`src/sv/etd_pkg.sv`:
```
`default_nettype none
// ----------------------------------------------------------------------------
// etd_pkg
// Shared widths, reset values and frame layout of the edge timing decoder.
// ----------------------------------------------------------------------------
package etd_pkg;

  localparam int FRAME_BITS_DEF = 54;

  localparam int TIME_W   = 16;
  localparam int PERIOD_W = 16;
  localparam int NUM_W    = 18;  // 2*diff + period
  localparam int DIV_W    = 17;  // 2*period
  localparam int POS_W    = 17;
  localparam int POS_LO_W = 16;
  localparam int MT_W     = 7;
  localparam int CK_W     = 8;

  localparam logic [PERIOD_W-1:0] PERIOD_RESET = 16'd33;

  // frame layout, bit j is the j-th received bit
  localparam int START1_BIT = 0;
  localparam int STOP1_BIT  = 17;
  localparam int START2_BIT = 18;
  localparam int POS_LO_BIT = 19;
  localparam int STOP2_BIT  = 35;
  localparam int START3_BIT = 36;
  localparam int POS_HI_BIT = 37;
  localparam int MT_LO_BIT  = 38;
  localparam int CK_LO_BIT  = 45;
  localparam int STOP3_BIT  = 53;

endpackage
`default_nettype wire

```
`src/sv/etd_cap_if.sv`:
```
`default_nettype none
// ----------------------------------------------------------------------------
// etd_cap_if
// Edge capture channel: one timestamp per transaction.
// ----------------------------------------------------------------------------
interface etd_cap_if;
  logic                       valid;
  logic                       ready;
  logic [etd_pkg::TIME_W-1:0] capture_time;
  logic                       last_capture;

  modport source (output valid, output capture_time, output last_capture, input ready);
  modport sink   (input valid, input capture_time, input last_capture, output ready);
endinterface
`default_nettype wire

```
`src/sv/etd_res_if.sv`:
```
`default_nettype none
// ----------------------------------------------------------------------------
// etd_res_if
// Decoded frame channel: one frame result per transaction.
// ----------------------------------------------------------------------------
interface etd_res_if;
  logic                      valid;
  logic                      ready;
  logic [etd_pkg::POS_W-1:0] position_raw;
  logic [etd_pkg::MT_W-1:0]  multiturn;
  logic [etd_pkg::CK_W-1:0]  checksum_byte;
  logic                      frame_good;

  modport source (output valid, output position_raw, output multiturn,
                  output checksum_byte, output frame_good, input ready);
  modport sink   (input valid, input position_raw, input multiturn,
                  input checksum_byte, input frame_good, output ready);
endinterface
`default_nettype wire

```
`src/sv/etd_div.sv`:
```
`default_nettype none
// ----------------------------------------------------------------------------
// etd_div
// Restoring divider, one quotient bit per cycle.
// ----------------------------------------------------------------------------
module etd_div (
  input  wire logic                        clk,
  input  wire logic                        rst,
  input  wire logic                        start,
  input  wire logic [etd_pkg::NUM_W-1:0]   numerator,
  input  wire logic [etd_pkg::DIV_W-1:0]   divisor,
  output      logic [etd_pkg::NUM_W-1:0]   quotient,
  output      logic                        busy
);

  localparam int CNT_W = $clog2(etd_pkg::NUM_W + 1);

  logic [etd_pkg::NUM_W-1:0] acc;
  logic [etd_pkg::DIV_W-1:0] rem;
  logic [etd_pkg::DIV_W-1:0] dvs;
  logic [CNT_W-1:0]          cnt;

  logic [etd_pkg::DIV_W:0]   trial;
  logic [etd_pkg::DIV_W:0]   trial_sub;
  logic                      fits;
  logic [etd_pkg::DIV_W-1:0] rem_next;

  always_comb begin
    trial     = {rem, acc[etd_pkg::NUM_W-1]};
    trial_sub = trial - {1'b0, dvs};
    fits      = trial >= {1'b0, dvs};
    rem_next  = fits ? trial_sub[etd_pkg::DIV_W-1:0] : trial[etd_pkg::DIV_W-1:0];
  end

  always_ff @(posedge clk) begin
    if (rst) begin
      busy <= 1'b0;
      cnt  <= '0;
    end else if (start) begin
      busy <= 1'b1;
      cnt  <= CNT_W'(etd_pkg::NUM_W);
    end else if (busy) begin
      cnt <= cnt - CNT_W'(1);
      if (cnt == CNT_W'(1)) begin
        busy <= 1'b0;
      end
    end
  end

  always_ff @(posedge clk) begin
    if (start) begin
      acc <= numerator;
      rem <= '0;
      dvs <= divisor;
    end else if (busy) begin
      acc <= {acc[etd_pkg::NUM_W-2:0], fits};
      rem <= rem_next;
    end
  end

  assign quotient = acc;

endmodule
`default_nettype wire

```
`src/sv/edge_timing_encoder_frame_decoder.sv`:
```
`default_nettype none
// ----------------------------------------------------------------------------
// edge_timing_encoder_frame_decoder
// Rounds edge intervals of an encoder reply to bit counts, builds the frame
// and decodes position, multiturn, checksum and framing on the last edge.
// ----------------------------------------------------------------------------
//  channel  | dir | handshake       | payload
//  cap      | in  | valid / ready   | capture_time[15:0], last_capture
//  res      | out | valid / ready   | position_raw[16:0], multiturn[6:0],
//           |     |                 | checksum_byte[7:0], frame_good
//  cfg      | in  | cfg_we          | cfg_wdata[15:0] = bit_period_ticks
//
//  First two captures of a frame are taken in S_IDLE without a division.
//  Later captures go through the 18-step restoring divider in S_DIV.
//  The last capture, after S_DIV if it went there, passes through S_EMIT to load the result register.
//  A held result stalls only a following last capture; rst is synchronous
//  and needs no clearing pass.
// ----------------------------------------------------------------------------
module edge_timing_encoder_frame_decoder #(
  parameter int FRAME_BITS = etd_pkg::FRAME_BITS_DEF
) (
  input  wire logic                           clk,
  input  wire logic                           rst,
  input  wire logic                           cfg_we,
  input  wire logic [etd_pkg::PERIOD_W-1:0]   cfg_wdata,
  etd_cap_if.sink                             cap,
  etd_res_if.source                           res
);

  localparam int FILL_W = $clog2(FRAME_BITS + 1);
  localparam int SUM_W  = etd_pkg::NUM_W + 1;

  typedef enum logic [2:0] {
    S_IDLE = 3'b001,
    S_DIV  = 3'b010,
    S_EMIT = 3'b100
  } state_t;

  state_t                         state;
  logic [etd_pkg::PERIOD_W-1:0]   period;
  logic [FRAME_BITS-1:0]          frame;
  logic [FILL_W-1:0]              fill;
  logic [etd_pkg::TIME_W-1:0]     previous_time;
  logic [1:0]                     capture_index;
  logic                           parity_odd;
  logic                           last_q;
  logic                           odd_q;
  logic                           res_valid;

  logic                           accept;
  logic                           div_start;
  logic                           div_busy;
  logic [etd_pkg::NUM_W-1:0]      quotient;
  logic [etd_pkg::PERIOD_W-1:0]   p_eff;
  logic [etd_pkg::TIME_W-1:0]     diff;
  logic [etd_pkg::NUM_W-1:0]      numer;
  logic [etd_pkg::DIV_W-1:0]      divis;
  logic [SUM_W-1:0]               sum;
  logic [FILL_W-1:0]              fill_end;
  logic [FRAME_BITS-1:0]          span;
  logic [FRAME_BITS-1:0]          high;
  logic [FRAME_BITS-1:0]          fv;
  logic                           res_free;

  assign accept    = cap.valid && cap.ready;
  assign cap.ready = (state == S_IDLE);
  assign div_start = accept && (capture_index == 2'd2);
  assign res_free  = !res_valid || res.ready;
  assign res.valid = res_valid;

  always_comb begin
    p_eff = (period == '0) ? etd_pkg::PERIOD_W'(1) : period;
    diff  = cap.capture_time - previous_time;
    numer = {1'b0, diff, 1'b0} + {2'b00, p_eff};
    divis = {p_eff, 1'b0};
    sum   = {1'b0, quotient} + SUM_W'(fill);
    fill_end = (sum > SUM_W'(FRAME_BITS)) ? FILL_W'(FRAME_BITS) : sum[FILL_W-1:0];
    for (int i = 0; i < FRAME_BITS; i++) begin
      span[i] = (FILL_W'(i) >= fill) && (FILL_W'(i) < fill_end);
      high[i] = (FILL_W'(i) >= fill);
    end
    fv = frame | high;
  end

  etd_div u_div (
    .clk       (clk),
    .rst       (rst),
    .start     (div_start),
    .numerator (numer),
    .divisor   (divis),
    .quotient  (quotient),
    .busy      (div_busy)
  );

  always_ff @(posedge clk) begin
    if (rst) begin
      state         <= S_IDLE;
      period        <= etd_pkg::PERIOD_RESET;
      frame         <= '0;
      fill          <= '0;
      previous_time <= '0;
      capture_index <= '0;
      parity_odd    <= 1'b0;
      last_q        <= 1'b0;
      odd_q         <= 1'b0;
      res_valid     <= 1'b0;
    end else begin
      if (cfg_we) begin
        period <= cfg_wdata;
      end
      if (res_valid && res.ready) begin
        res_valid <= 1'b0;
      end
      case (state)
        S_IDLE: begin
          if (accept) begin
            previous_time <= cap.capture_time;
            parity_odd    <= !parity_odd;
            odd_q         <= parity_odd;
            last_q        <= cap.last_capture;
            if (capture_index == 2'd2) begin
              state <= S_DIV;
            end else begin
              capture_index <= capture_index + 2'd1;
              if (cap.last_capture) begin
                state <= S_EMIT;
              end
            end
          end
        end
        S_DIV: begin
          if (!div_busy) begin
            if (odd_q) begin
              frame <= frame | span;
            end
            fill  <= fill_end;
            state <= last_q ? S_EMIT : S_IDLE;
          end
        end
        S_EMIT: begin
          if (res_free) begin
            res_valid     <= 1'b1;
            frame         <= '0;
            fill          <= '0;
            previous_time <= '0;
            capture_index <= '0;
            parity_odd    <= 1'b0;
            state         <= S_IDLE;
          end
        end
        default: begin
          state <= S_IDLE;
        end
      endcase
    end
  end

  always_ff @(posedge clk) begin
    if ((state == S_EMIT) && res_free) begin
      res.position_raw  <= {fv[etd_pkg::POS_HI_BIT],
                            fv[etd_pkg::POS_LO_BIT +: etd_pkg::POS_LO_W]};
      res.multiturn     <= fv[etd_pkg::MT_LO_BIT +: etd_pkg::MT_W];
      res.checksum_byte <= fv[etd_pkg::CK_LO_BIT +: etd_pkg::CK_W];
      res.frame_good    <= !fv[etd_pkg::START1_BIT] && !fv[etd_pkg::START2_BIT] &&
                           !fv[etd_pkg::START3_BIT] && fv[etd_pkg::STOP1_BIT] &&
                           fv[etd_pkg::STOP2_BIT] && fv[etd_pkg::STOP3_BIT];
    end
  end

endmodule
`default_nettype wire

```
`src/flat_wrapper.sv`:
```
// flat-port wrapper written by rule: the top's interface ports become plain ports
module edge_timing_encoder_frame_decoder_flat 
#(
  parameter int FRAME_BITS = etd_pkg::FRAME_BITS_DEF
)
  (clk, rst, cfg_we, cfg_wdata, cap_valid, cap_capture_time, cap_last_capture, cap_ready, res_valid, res_position_raw, res_multiturn, res_checksum_byte, res_frame_good, res_ready);
  etd_cap_if cap_i ();
  etd_res_if res_i ();
  input  wire logic clk;
  input  wire logic rst;
  input  wire logic cfg_we;
  input  wire logic [etd_pkg::PERIOD_W-1:0] cfg_wdata;
  input wire logic [$bits(cap_i.valid)-1:0] cap_valid;
  input wire logic [$bits(cap_i.capture_time)-1:0] cap_capture_time;
  input wire logic [$bits(cap_i.last_capture)-1:0] cap_last_capture;
  output wire logic [$bits(cap_i.ready)-1:0] cap_ready;
  output wire logic [$bits(res_i.valid)-1:0] res_valid;
  output wire logic [$bits(res_i.position_raw)-1:0] res_position_raw;
  output wire logic [$bits(res_i.multiturn)-1:0] res_multiturn;
  output wire logic [$bits(res_i.checksum_byte)-1:0] res_checksum_byte;
  output wire logic [$bits(res_i.frame_good)-1:0] res_frame_good;
  input wire logic [$bits(res_i.ready)-1:0] res_ready;
  assign cap_i.valid = cap_valid;
  assign cap_i.capture_time = cap_capture_time;
  assign cap_i.last_capture = cap_last_capture;
  assign cap_ready = cap_i.ready;
  assign res_valid = res_i.valid;
  assign res_position_raw = res_i.position_raw;
  assign res_multiturn = res_i.multiturn;
  assign res_checksum_byte = res_i.checksum_byte;
  assign res_frame_good = res_i.frame_good;
  assign res_i.ready = res_ready;
  edge_timing_encoder_frame_decoder #(.FRAME_BITS(FRAME_BITS)) u_core (.clk(clk), .rst(rst), .cfg_we(cfg_we), .cfg_wdata(cfg_wdata), .cap(cap_i), .res(res_i));
endmodule
```
`config.mk`:
```
export PLATFORM = sky130hd
export DESIGN_NAME = edge_timing_encoder_frame_decoder_flat
export DESIGN_NICKNAME = d
export VERILOG_FILES = /design/src/sv/etd_pkg.sv /design/src/sv/etd_cap_if.sv /design/src/sv/etd_res_if.sv /design/src/sv/etd_div.sv /design/src/sv/edge_timing_encoder_frame_decoder.sv /design/src/flat_wrapper.sv
export SDC_FILE = /design/constraint.sdc
export NUM_CORES = 1
export LEC_CHECK = 0
export ABC_AREA = 1
export BUFFER_PORTS_ARGS = -buffer_cell sky130_fd_sc_hd__clkbuf_2
export CAP_MARGIN = 5
export CORE_ASPECT_RATIO = 1.75
export CORE_MARGIN = 2
export CORE_UTILIZATION = 58
export CTS_BUF_LIST = sky130_fd_sc_hd__clkbuf_2
export CTS_CLUSTER_DIAMETER = 40
export DETAILED_ROUTE_END_ITERATION = 10
export PLACE_DENSITY = 0.77
export SYNTH_ARGS = -nofsm -noshare
export SYNTH_HDL_FRONTEND = slang
export SYNTH_SLANG_ARGS = --single-unit
```
`constraint.sdc`:
```
create_clock -name clk -period 3.95 [get_ports clk]
set_input_delay 0.395 -clock clk [delete_from_list [all_inputs] [get_ports clk]]
set_output_delay 0.395 -clock clk [all_outputs]
set_load 0.05 [all_outputs]
```
# Yosys cells after proc, flatten, opt, wreduce, memory -nomap -nowiden
# Cells that the tools add are included.
# Widths: inputs -> output; s select.
[classes]
n_addsub = 6
n_lt_le_gt_ge = 110
n_eq_ne = 11
n_mux = 37
bitwise = 2
reduce_logical = 80
[op_table]
columns = ["op", "n"]
rows = [
  ["$mux 54", 3],
  ["$ge 6x6->1 const A", 22],
  ["$lt 6x6->1 const A", 22],
  ["$or 54x54->54", 2],
  ["$pmux 54 s2", 1],
  ["$ge 5x6->1 const A", 16],
  ["$lt 5x6->1 const A", 16],
  ["$logic_and 1x1->1", 63],
  ["$ge 4x6->1 const A", 8],
  ["$lt 4x6->1 const A", 8],
  ["$mux 16", 3],
  ["$mux 18", 2],
  ["$pmux 16 s2", 1],
  ["$ge 3x6->1 const A", 4],
  ["$lt 3x6->1 const A", 4],
  ["$add 18x6->19", 1],
  ["$gt 19x6->1 const B", 1],
  ["$add 17x16->18", 1],
  ["$ge 18x17->1", 1],
  ["$mux 3", 6],
  ["$mux 6", 3],
  ["$mux 17", 1],
  ["$sub 17x17->17", 1],
  ["$logic_not 16->1", 1],
  ["29 further kinds", 55],
]
[totals]
reg_bits = 191
input_bits = 38
output_inout_bits = 35
wordCells = 266

# Depth between registers and ports, before layout
[logic_depth]
depth_word = 9
depth_mapped = 23
mapped_depth_nobuf = 23

# By module
# From an unflattened synthesis, not the netlist that was laid out.
[hier_totals]
cells_unflattened = 1501
area_unflattened_um2 = 10857.9
[by_module_without_submodules]
columns = ["module", "n_inst", "cells_each", "area_per_inst_um2", "seq_area_each_um2"]
rows = [
  ["edge_timing_encoder_frame_decoder", 1, 1023, 7347.0, 2692.6],
  ["etd_div", 1, 478, 3510.9, 1511.4],
]

# Worst setup path before layout
# OpenSTA, ideal clock, no wires.
[synth_path]
kind = "input port to flip-flop"
from = "input cap_capture_time[0]"
to = "register u_core.u_div.acc (netlist bit u_core.u_div.quotient[16]) (data pin)"
setup_time_ns = 0.257
t_arrival_ns = 3.259
required_time_ns = 3.693
path_slack_ns = 0.434
cell_stages = 22
path_buffers = 0
cell_sequence = "inv_1 ha_1 inv_1 fa_1 a21oi_1 o21ai_0 nand4_1 o211ai_1 nand2_1 nand2_1 a21oi_1 o21ai_0 xor2_1 ha_1 nand2_1 nor2_1 a221oi_1 nand2_1 a21oi_1 nand2_1 nand3_1 nand2_1"
[synth_via]
elab_chain_cells = 3
[synth_lines]
columns = ["item", "line_no", "source"]
rows = [
  ["start, declared", "flat_wrapper.sv:14", "input wire logic [$bits(cap_i.capture_time)-1:0] cap_capture_time;"],
  ["$sub 16x16->16", "edge_timing_encoder_frame_decoder.sv:73", "diff = cap.capture_time - previous_time;"],
  ["$add 17x16->18", "edge_timing_encoder_frame_decoder.sv:74", "numer = {1'b0, diff, 1'b0} + {2'b00, p_eff};"],
  ["$mux 18", "etd_div.sv:51", "if (start) begin"],
  ["end signal, assigned", "etd_div.sv:52", "acc <= numerator;"],
  ["end signal, assigned", "etd_div.sv:56", "acc <= {acc[etd_pkg::NUM_W-2:0], fits};"],
  ["end, declared", "etd_div.sv:18", "logic [etd_pkg::NUM_W-1:0] acc;"],
]
# No other way between the ends.
# A chain may end at the register's enable or synchronous reset.

# Worst setup path after layout
[layout_path]
from = "register u_core.u_div.acc (netlist bit u_core.u_div.quotient[0])"
to = "register u_core.frame[44]"
[layout_via]
elab_chain_cells = 9
[layout_lines]
columns = ["item", "line_no", "source"]
rows = [
  ["$add 18x6->19 (*)", "edge_timing_encoder_frame_decoder.sv:76", "sum = {1'b0, quotient} + SUM_W'(fill);"],
  ["$gt 19x6->1", "edge_timing_encoder_frame_decoder.sv:77", "fill_end = (sum > SUM_W'(FRAME_BITS)) ? FILL_W'(FRAME_BITS) : sum[FILL_W-1:0];"],
  ["$mux 6 (*)", "edge_timing_encoder_frame_decoder.sv:77", ""],
  ["$lt 6x6->1 (*)", "edge_timing_encoder_frame_decoder.sv:79", "span[i] = (FILL_W'(i) >= fill) && (FILL_W'(i) < fill_end);"],
  ["$logic_and 1x1->1 (*)", "edge_timing_encoder_frame_decoder.sv:79", ""],
  ["$or 54x54->54 (*)", "edge_timing_encoder_frame_decoder.sv:134", "frame <= frame | span;"],
  ["$mux 54 (*)", "edge_timing_encoder_frame_decoder.sv:133", "if (odd_q) begin"],
  ["$mux 54 (*)", "edge_timing_encoder_frame_decoder.sv:132", "if (!div_busy) begin"],
  ["$pmux 54 s2 (*)", "edge_timing_encoder_frame_decoder.sv:114", "case (state)"],
  ["end signal, assigned", "edge_timing_encoder_frame_decoder.sv:134", ""],
  ["end, declared", "edge_timing_encoder_frame_decoder.sv:41", "logic [FRAME_BITS-1:0] frame;"],
]
# Every way passes the cells marked *; elsewhere a longest branch is shown, timed or not. The select of a mux whose other input is x is not followed.

==> results.txt <==
- The flow ran to the end, and the final reports show no timing, DRC or antenna violations.
- Critical Path Slowest Stage Cell: sky130_fd_sc_hd__edfxtp_1
- Post-Synthesis Mean Instance Area: 7.53 um2
- # fillers: 1567
- On the worst path, the slowest cell contributes a delay of 0.54 ns.
- Total power for the finished layout comes to 5.70 mW.
- Leakage power: 5.04 nW
- Vias post-DR: 9355
- Setup slack on the critical path of the routed design comes to 0.401 ns.
* Register-to-Register Path Depth: 17
- After detailed placement, the design holds a cell count of 1648.
* Height of the chip: 180 um
- From synthesis to final layout, the design area changed by 12.0%.
* Floorplan die area: 18900 um2
- Mapped Area: 10300 um2
- In this run the power density over the cells is 493 nW/um2.
* Total wirelength of the detailed-routed design: 25000 um
- Iteration-0 DRC Markers: 519
- Worst setup EP type: register
- The startpoint identified for the worst hold timing path is cfg_we.
- RSZ-0062 raised after global routing: no
* Number of DRC violations after detailed routing: 0
- Cell count after synthesis: 1370
* Startpoint of the most critical register-to-register path: u_core.u_div.quotient[0]$_DFFE_PP_
- At the later pin of the worst-skew pair, clock insertion delay measures 0.77 ns.
- The number of nets handed over by synthesis was 1467.
- Timing would allow up to 0.282 GHz.
- After clock tree synthesis, the clock-pin slew on the worst setup and hold paths is 0.29 ns.
- Critical R2R Capture: u_core.frame[44]$_SDFFE_PP0P_
- Measured against its own limit, the worst slew margin works out to 44.4%.
- Register-to-register path setup slack: 0.40 ns
* Clock root buffer: sky130_fd_sc_hd__clkbuf_2
- Post-synth cell types: 56
- For this run, the number of standard cells in the final layout without fillers is 1718.
- Core Region: 17500 um2
- Number of enable flip-flop cells after synthesis: 67
- The first global-routing pass estimated 41200 um of wire.
* CP Cell Sequence: ha_1 -> fa_1 -> nand3_1 -> nand3_2 -> xnor2_4 -> nor2_4 -> nand2_1 -> nand2_1 -> nor2_1 -> nand2_1 -> nand2_4 -> nand3_2 -> nor2_4 -> inv_2 -> nand2_1 -> nand3_1 -> a21oi_1
* Slew at the pin with the worst max-slew slack: 0.833 ns
- Width of the die: 105 um
- Post-detailed-route via-to-cell ratio: 5.45
* Placed cell area: 10900 um2
- For this run, the detailed router's first-pass iteration total came to 8.
- Total number of clock tree sinks: 175
- Post-synthesis async set-or-reset flop share: 0%
- For the final routed database, the setup TNS stands at 0 ns.
- Data on the critical path is required at its endpoint by 4.65 ns.
- Total grt overflow: 0
- Max-cap violations in this run came to 0.
- Count of port buffers added during placement: 72
- Routability-driven placement finished with a final weighted congestion of 0.986.
- The H-tree was split into 4 levels.
* Buffer depth of the longest clock path: 2
- Commonest register cell after synthesis: sky130_fd_sc_hd__dfxtp_1
- Worst path most repeated cell: sky130_fd_sc_hd__nand2_1
- Startpoint Class: register
- DPL Wire Length: 18900 um
* Crit-path max FO: 12
- Final critical-path required period: 3.55 ns
* Number of global-route vias before repair: 9079
- Along the worst hold path, the cell count comes to 3.
* Aggregate global-route resource usage: 26.9%
- Final worst hold slack: 0.104 ns
* Number of failing hold endpoints at the final stage: 0
- Row cnt: 64
- The worst-case IR drop observed on VDD is 283 uV.
- Antenna violations before repair: 1
- Count of warnings emitted by yosys: 0
- Setup CP Type: reg -> reg
* Clock tree skew after final layout: 0.0584 ns
* Residual antenna-violating net count after detailed routing: 0
- Dividing the detail-routed wire length by the instance count gives 14.5 um.
* Worst slack, placed: 0.0416 ns
* Ports: 73
- Number of clock buffers inserted by TritonCTS: 17
- After routing the design area is 11600 um2.
* End of the worst hold path: u_core.period[4]$_SDFFE_PP0P_
- NumNets Final: 1570
- # setup viols final: 0
* Maximum number of pins on one net before global-route repair: 50
- Class of the worst hold path: in -> reg
- In the final layout, the share of cells above drive strength 1 is 11.9%.
* Share of the core filled with cells: 66.2%
- TritonCTS built the clock tree.
- The worst path uses 89.8% of the clock period.
* Part of the Yosys area used for sequential elements: 40.5%
* Post-CTS setup buffer count: 0
* Number of slew-limit violations in the final report: 0
- Starting density of the core: 59.1%
- Endpoint arrival time on the critical path: 4.25 ns
- Synthesis-stage register bit count: 175
-- worst max-delay path by stage --
stage,start,to,slack (ns)
floorplan,cap_capture_time[0],u_core.u_div.quotient[16]$_DFFE_PP_,0.43
global placement,cap_capture_time[0],u_core.u_div.quotient[16]$_DFFE_PP_,0.09
detailed placement,cap_capture_time[0],u_core.u_div.quotient[16]$_DFFE_PP_,0.04
CTS,u_core.previous_time[0]$_SDFFE_PP0P_,u_core.u_div.quotient[16]$_DFFE_PP_,0.30
global route,u_core.u_div.quotient[0]$_DFFE_PP_,u_core.frame[44]$_SDFFE_PP0P_,0.03
finish,u_core.u_div.quotient[0]$_DFFE_PP_,u_core.frame[44]$_SDFFE_PP0P_,0.40
-- what timing repair did --
item / 4_1_cts / 5_1_grt
gates resized for setup: 0 / 5
endpoints found under the setup margin: 0 / 7
hold buffers: 37 / 0
endpoints found under the hold margin: 35 / 0
-- placed cells by master, fill, tap and decap left out, types with 37 or more instances in the layout --
| master | count |
|---|---|
| sky130_fd_sc_hd__inv_1 | 193 |
| sky130_fd_sc_hd__a21oi_1 | 128 |
| sky130_fd_sc_hd__edfxtp_1 | 67 |
| sky130_fd_sc_hd__nor2_1 | 125 |
| sky130_fd_sc_hd__clkbuf_2 | 90 |
| sky130_fd_sc_hd__dlygate4sd3_1 | 37 |
| sky130_fd_sc_hd__o21ai_0 | 94 |
| sky130_fd_sc_hd__nand3_1 | 88 |
| sky130_fd_sc_hd__dfxtp_1 | 108 |
| sky130_fd_sc_hd__nand2_1 | 289 |
| sky130_fd_sc_hd__ha_1 | 55 |
-- area by class of cell --
class | count | area [um2] | area share, %
multi-input cells | 946 | 5220 | 45.2
flip-flops and latches | 175 | 4170 | 36.1
repair buffers | 126 | 858 | 7.43
inverters | 207 | 777 | 6.72
well taps | 231 | 289 | 2.50
clock inverters | 14 | 148 | 1.28
clock buffers | 18 | 90.1 | 0.779
diodes | 1 | 2.50 | 0.0216
-- synthesized netlist by cell type (2+ instances only) --
library cell               number  share of area, %
sky130_fd_sc_hd__nand2_1      289                11
sky130_fd_sc_hd__inv_1        193               7.0
sky130_fd_sc_hd__a21oi_1      128               6.2
sky130_fd_sc_hd__nor2_1       127               4.6
sky130_fd_sc_hd__dfxtp_1      108                21
sky130_fd_sc_hd__o21ai_0       95               4.6
sky130_fd_sc_hd__nand3_1       88               4.3
sky130_fd_sc_hd__edfxtp_1      67                19
sky130_fd_sc_hd__ha_1          55               6.7
sky130_fd_sc_hd__clkbuf_1      38               1.4
sky130_fd_sc_hd__xor2_1        23               2.0
sky130_fd_sc_hd__xnor2_1       15               1.3
sky130_fd_sc_hd__nor3_1        13              0.63
sky130_fd_sc_hd__nand4_1       12              0.73
sky130_fd_sc_hd__inv_2         11              0.40
sky130_fd_sc_hd__nand2_2        8              0.49
sky130_fd_sc_hd__nand3_2        8              0.78
sky130_fd_sc_hd__a31oi_1        6              0.36
sky130_fd_sc_hd__nor2_4         6              0.65
sky130_fd_sc_hd__nor4_1         6              0.36
sky130_fd_sc_hd__nor2_2         5              0.30
sky130_fd_sc_hd__o21bai_1       5              0.36
sky130_fd_sc_hd__a211oi_1       4              0.29
sky130_fd_sc_hd__a21boi_0       4              0.29
sky130_fd_sc_hd__fa_1           4              0.78
sky130_fd_sc_hd__o211ai_1       4              0.29
sky130_fd_sc_hd__a21o_1         3              0.22
sky130_fd_sc_hd__a221oi_1       3              0.25
sky130_fd_sc_hd__clkinv_1       3              0.11
sky130_fd_sc_hd__nand3b_1       3              0.22
sky130_fd_sc_hd__o21ai_1        3              0.15
sky130_fd_sc_hd__or2_2          3              0.18
sky130_fd_sc_hd__a21oi_2        2              0.17
sky130_fd_sc_hd__buf_1          2             0.073
sky130_fd_sc_hd__buf_6          2              0.22
sky130_fd_sc_hd__nand4_4        2              0.41
sky130_fd_sc_hd__o22ai_1        2              0.12
sky130_fd_sc_hd__o31ai_1        2              0.15
-- critical path: cells and delay by family, from the launching register on --
family | cells | cell delay, ns
simple gates | 12 | 1.60
fa+ha+maj | 2 | 0.76
flops | 1 | 0.54
xor+xnor | 1 | 0.34
compound gates | 1 | 0.12
buf+inv | 1 | 0.09
-- cells by family (layout without fill, tap and decap cells) --
logic type	Yosys count	after routing	synth area share [%]
compound gates	271	271	14.3
xor+xnor	40	40	3.65
fa+ha+maj	59	59	7.45
flops	175	175	40.5
other cells	0	1	0
buf+inv	249	365	9.20
simple gates	576	576	24.9
-- power by group --
group / internal, mW / total (mW) / leakage (nW) / switching (mW)
Clock: 0.258 / 0.960 / 0.144 / 0.702
Combinational: 0.863 / 2.41 / 3.47 / 1.55
Sequential: 2.15 / 2.32 / 1.43 / 0.176
Total: 3.27 / 5.70 / 5.04 / 2.43
-- routing by layer --
layer  vias up  global-route usage [%]  part of all wire, %
li1       4706                       -                    -
met5         -                       0                    0
met2       283                    50.3                   53
met1      4253                    26.3                   36
met3       113                    3.69                  3.6
met4         0                    20.1                  7.5
-- registers in the layout, indices dropped and copies added (netlist names), 2 cells and up --
name / cells
u_core.u_div.dvs: 16
u_core.period: 16
u_core.u_div.cnt: 5
u_core.frame: 38
u_core.u_div.quotient: 18
u_core.fill: 6
u_core.capture_index: 2
u_core.res.multiturn: 7
u_core.res.position_raw: 17
u_core.u_div.rem: 17
u_core.previous_time: 16
u_core.res.checksum_byte: 8
u_core.state: 3
Power figures use the tool's default switching activity.
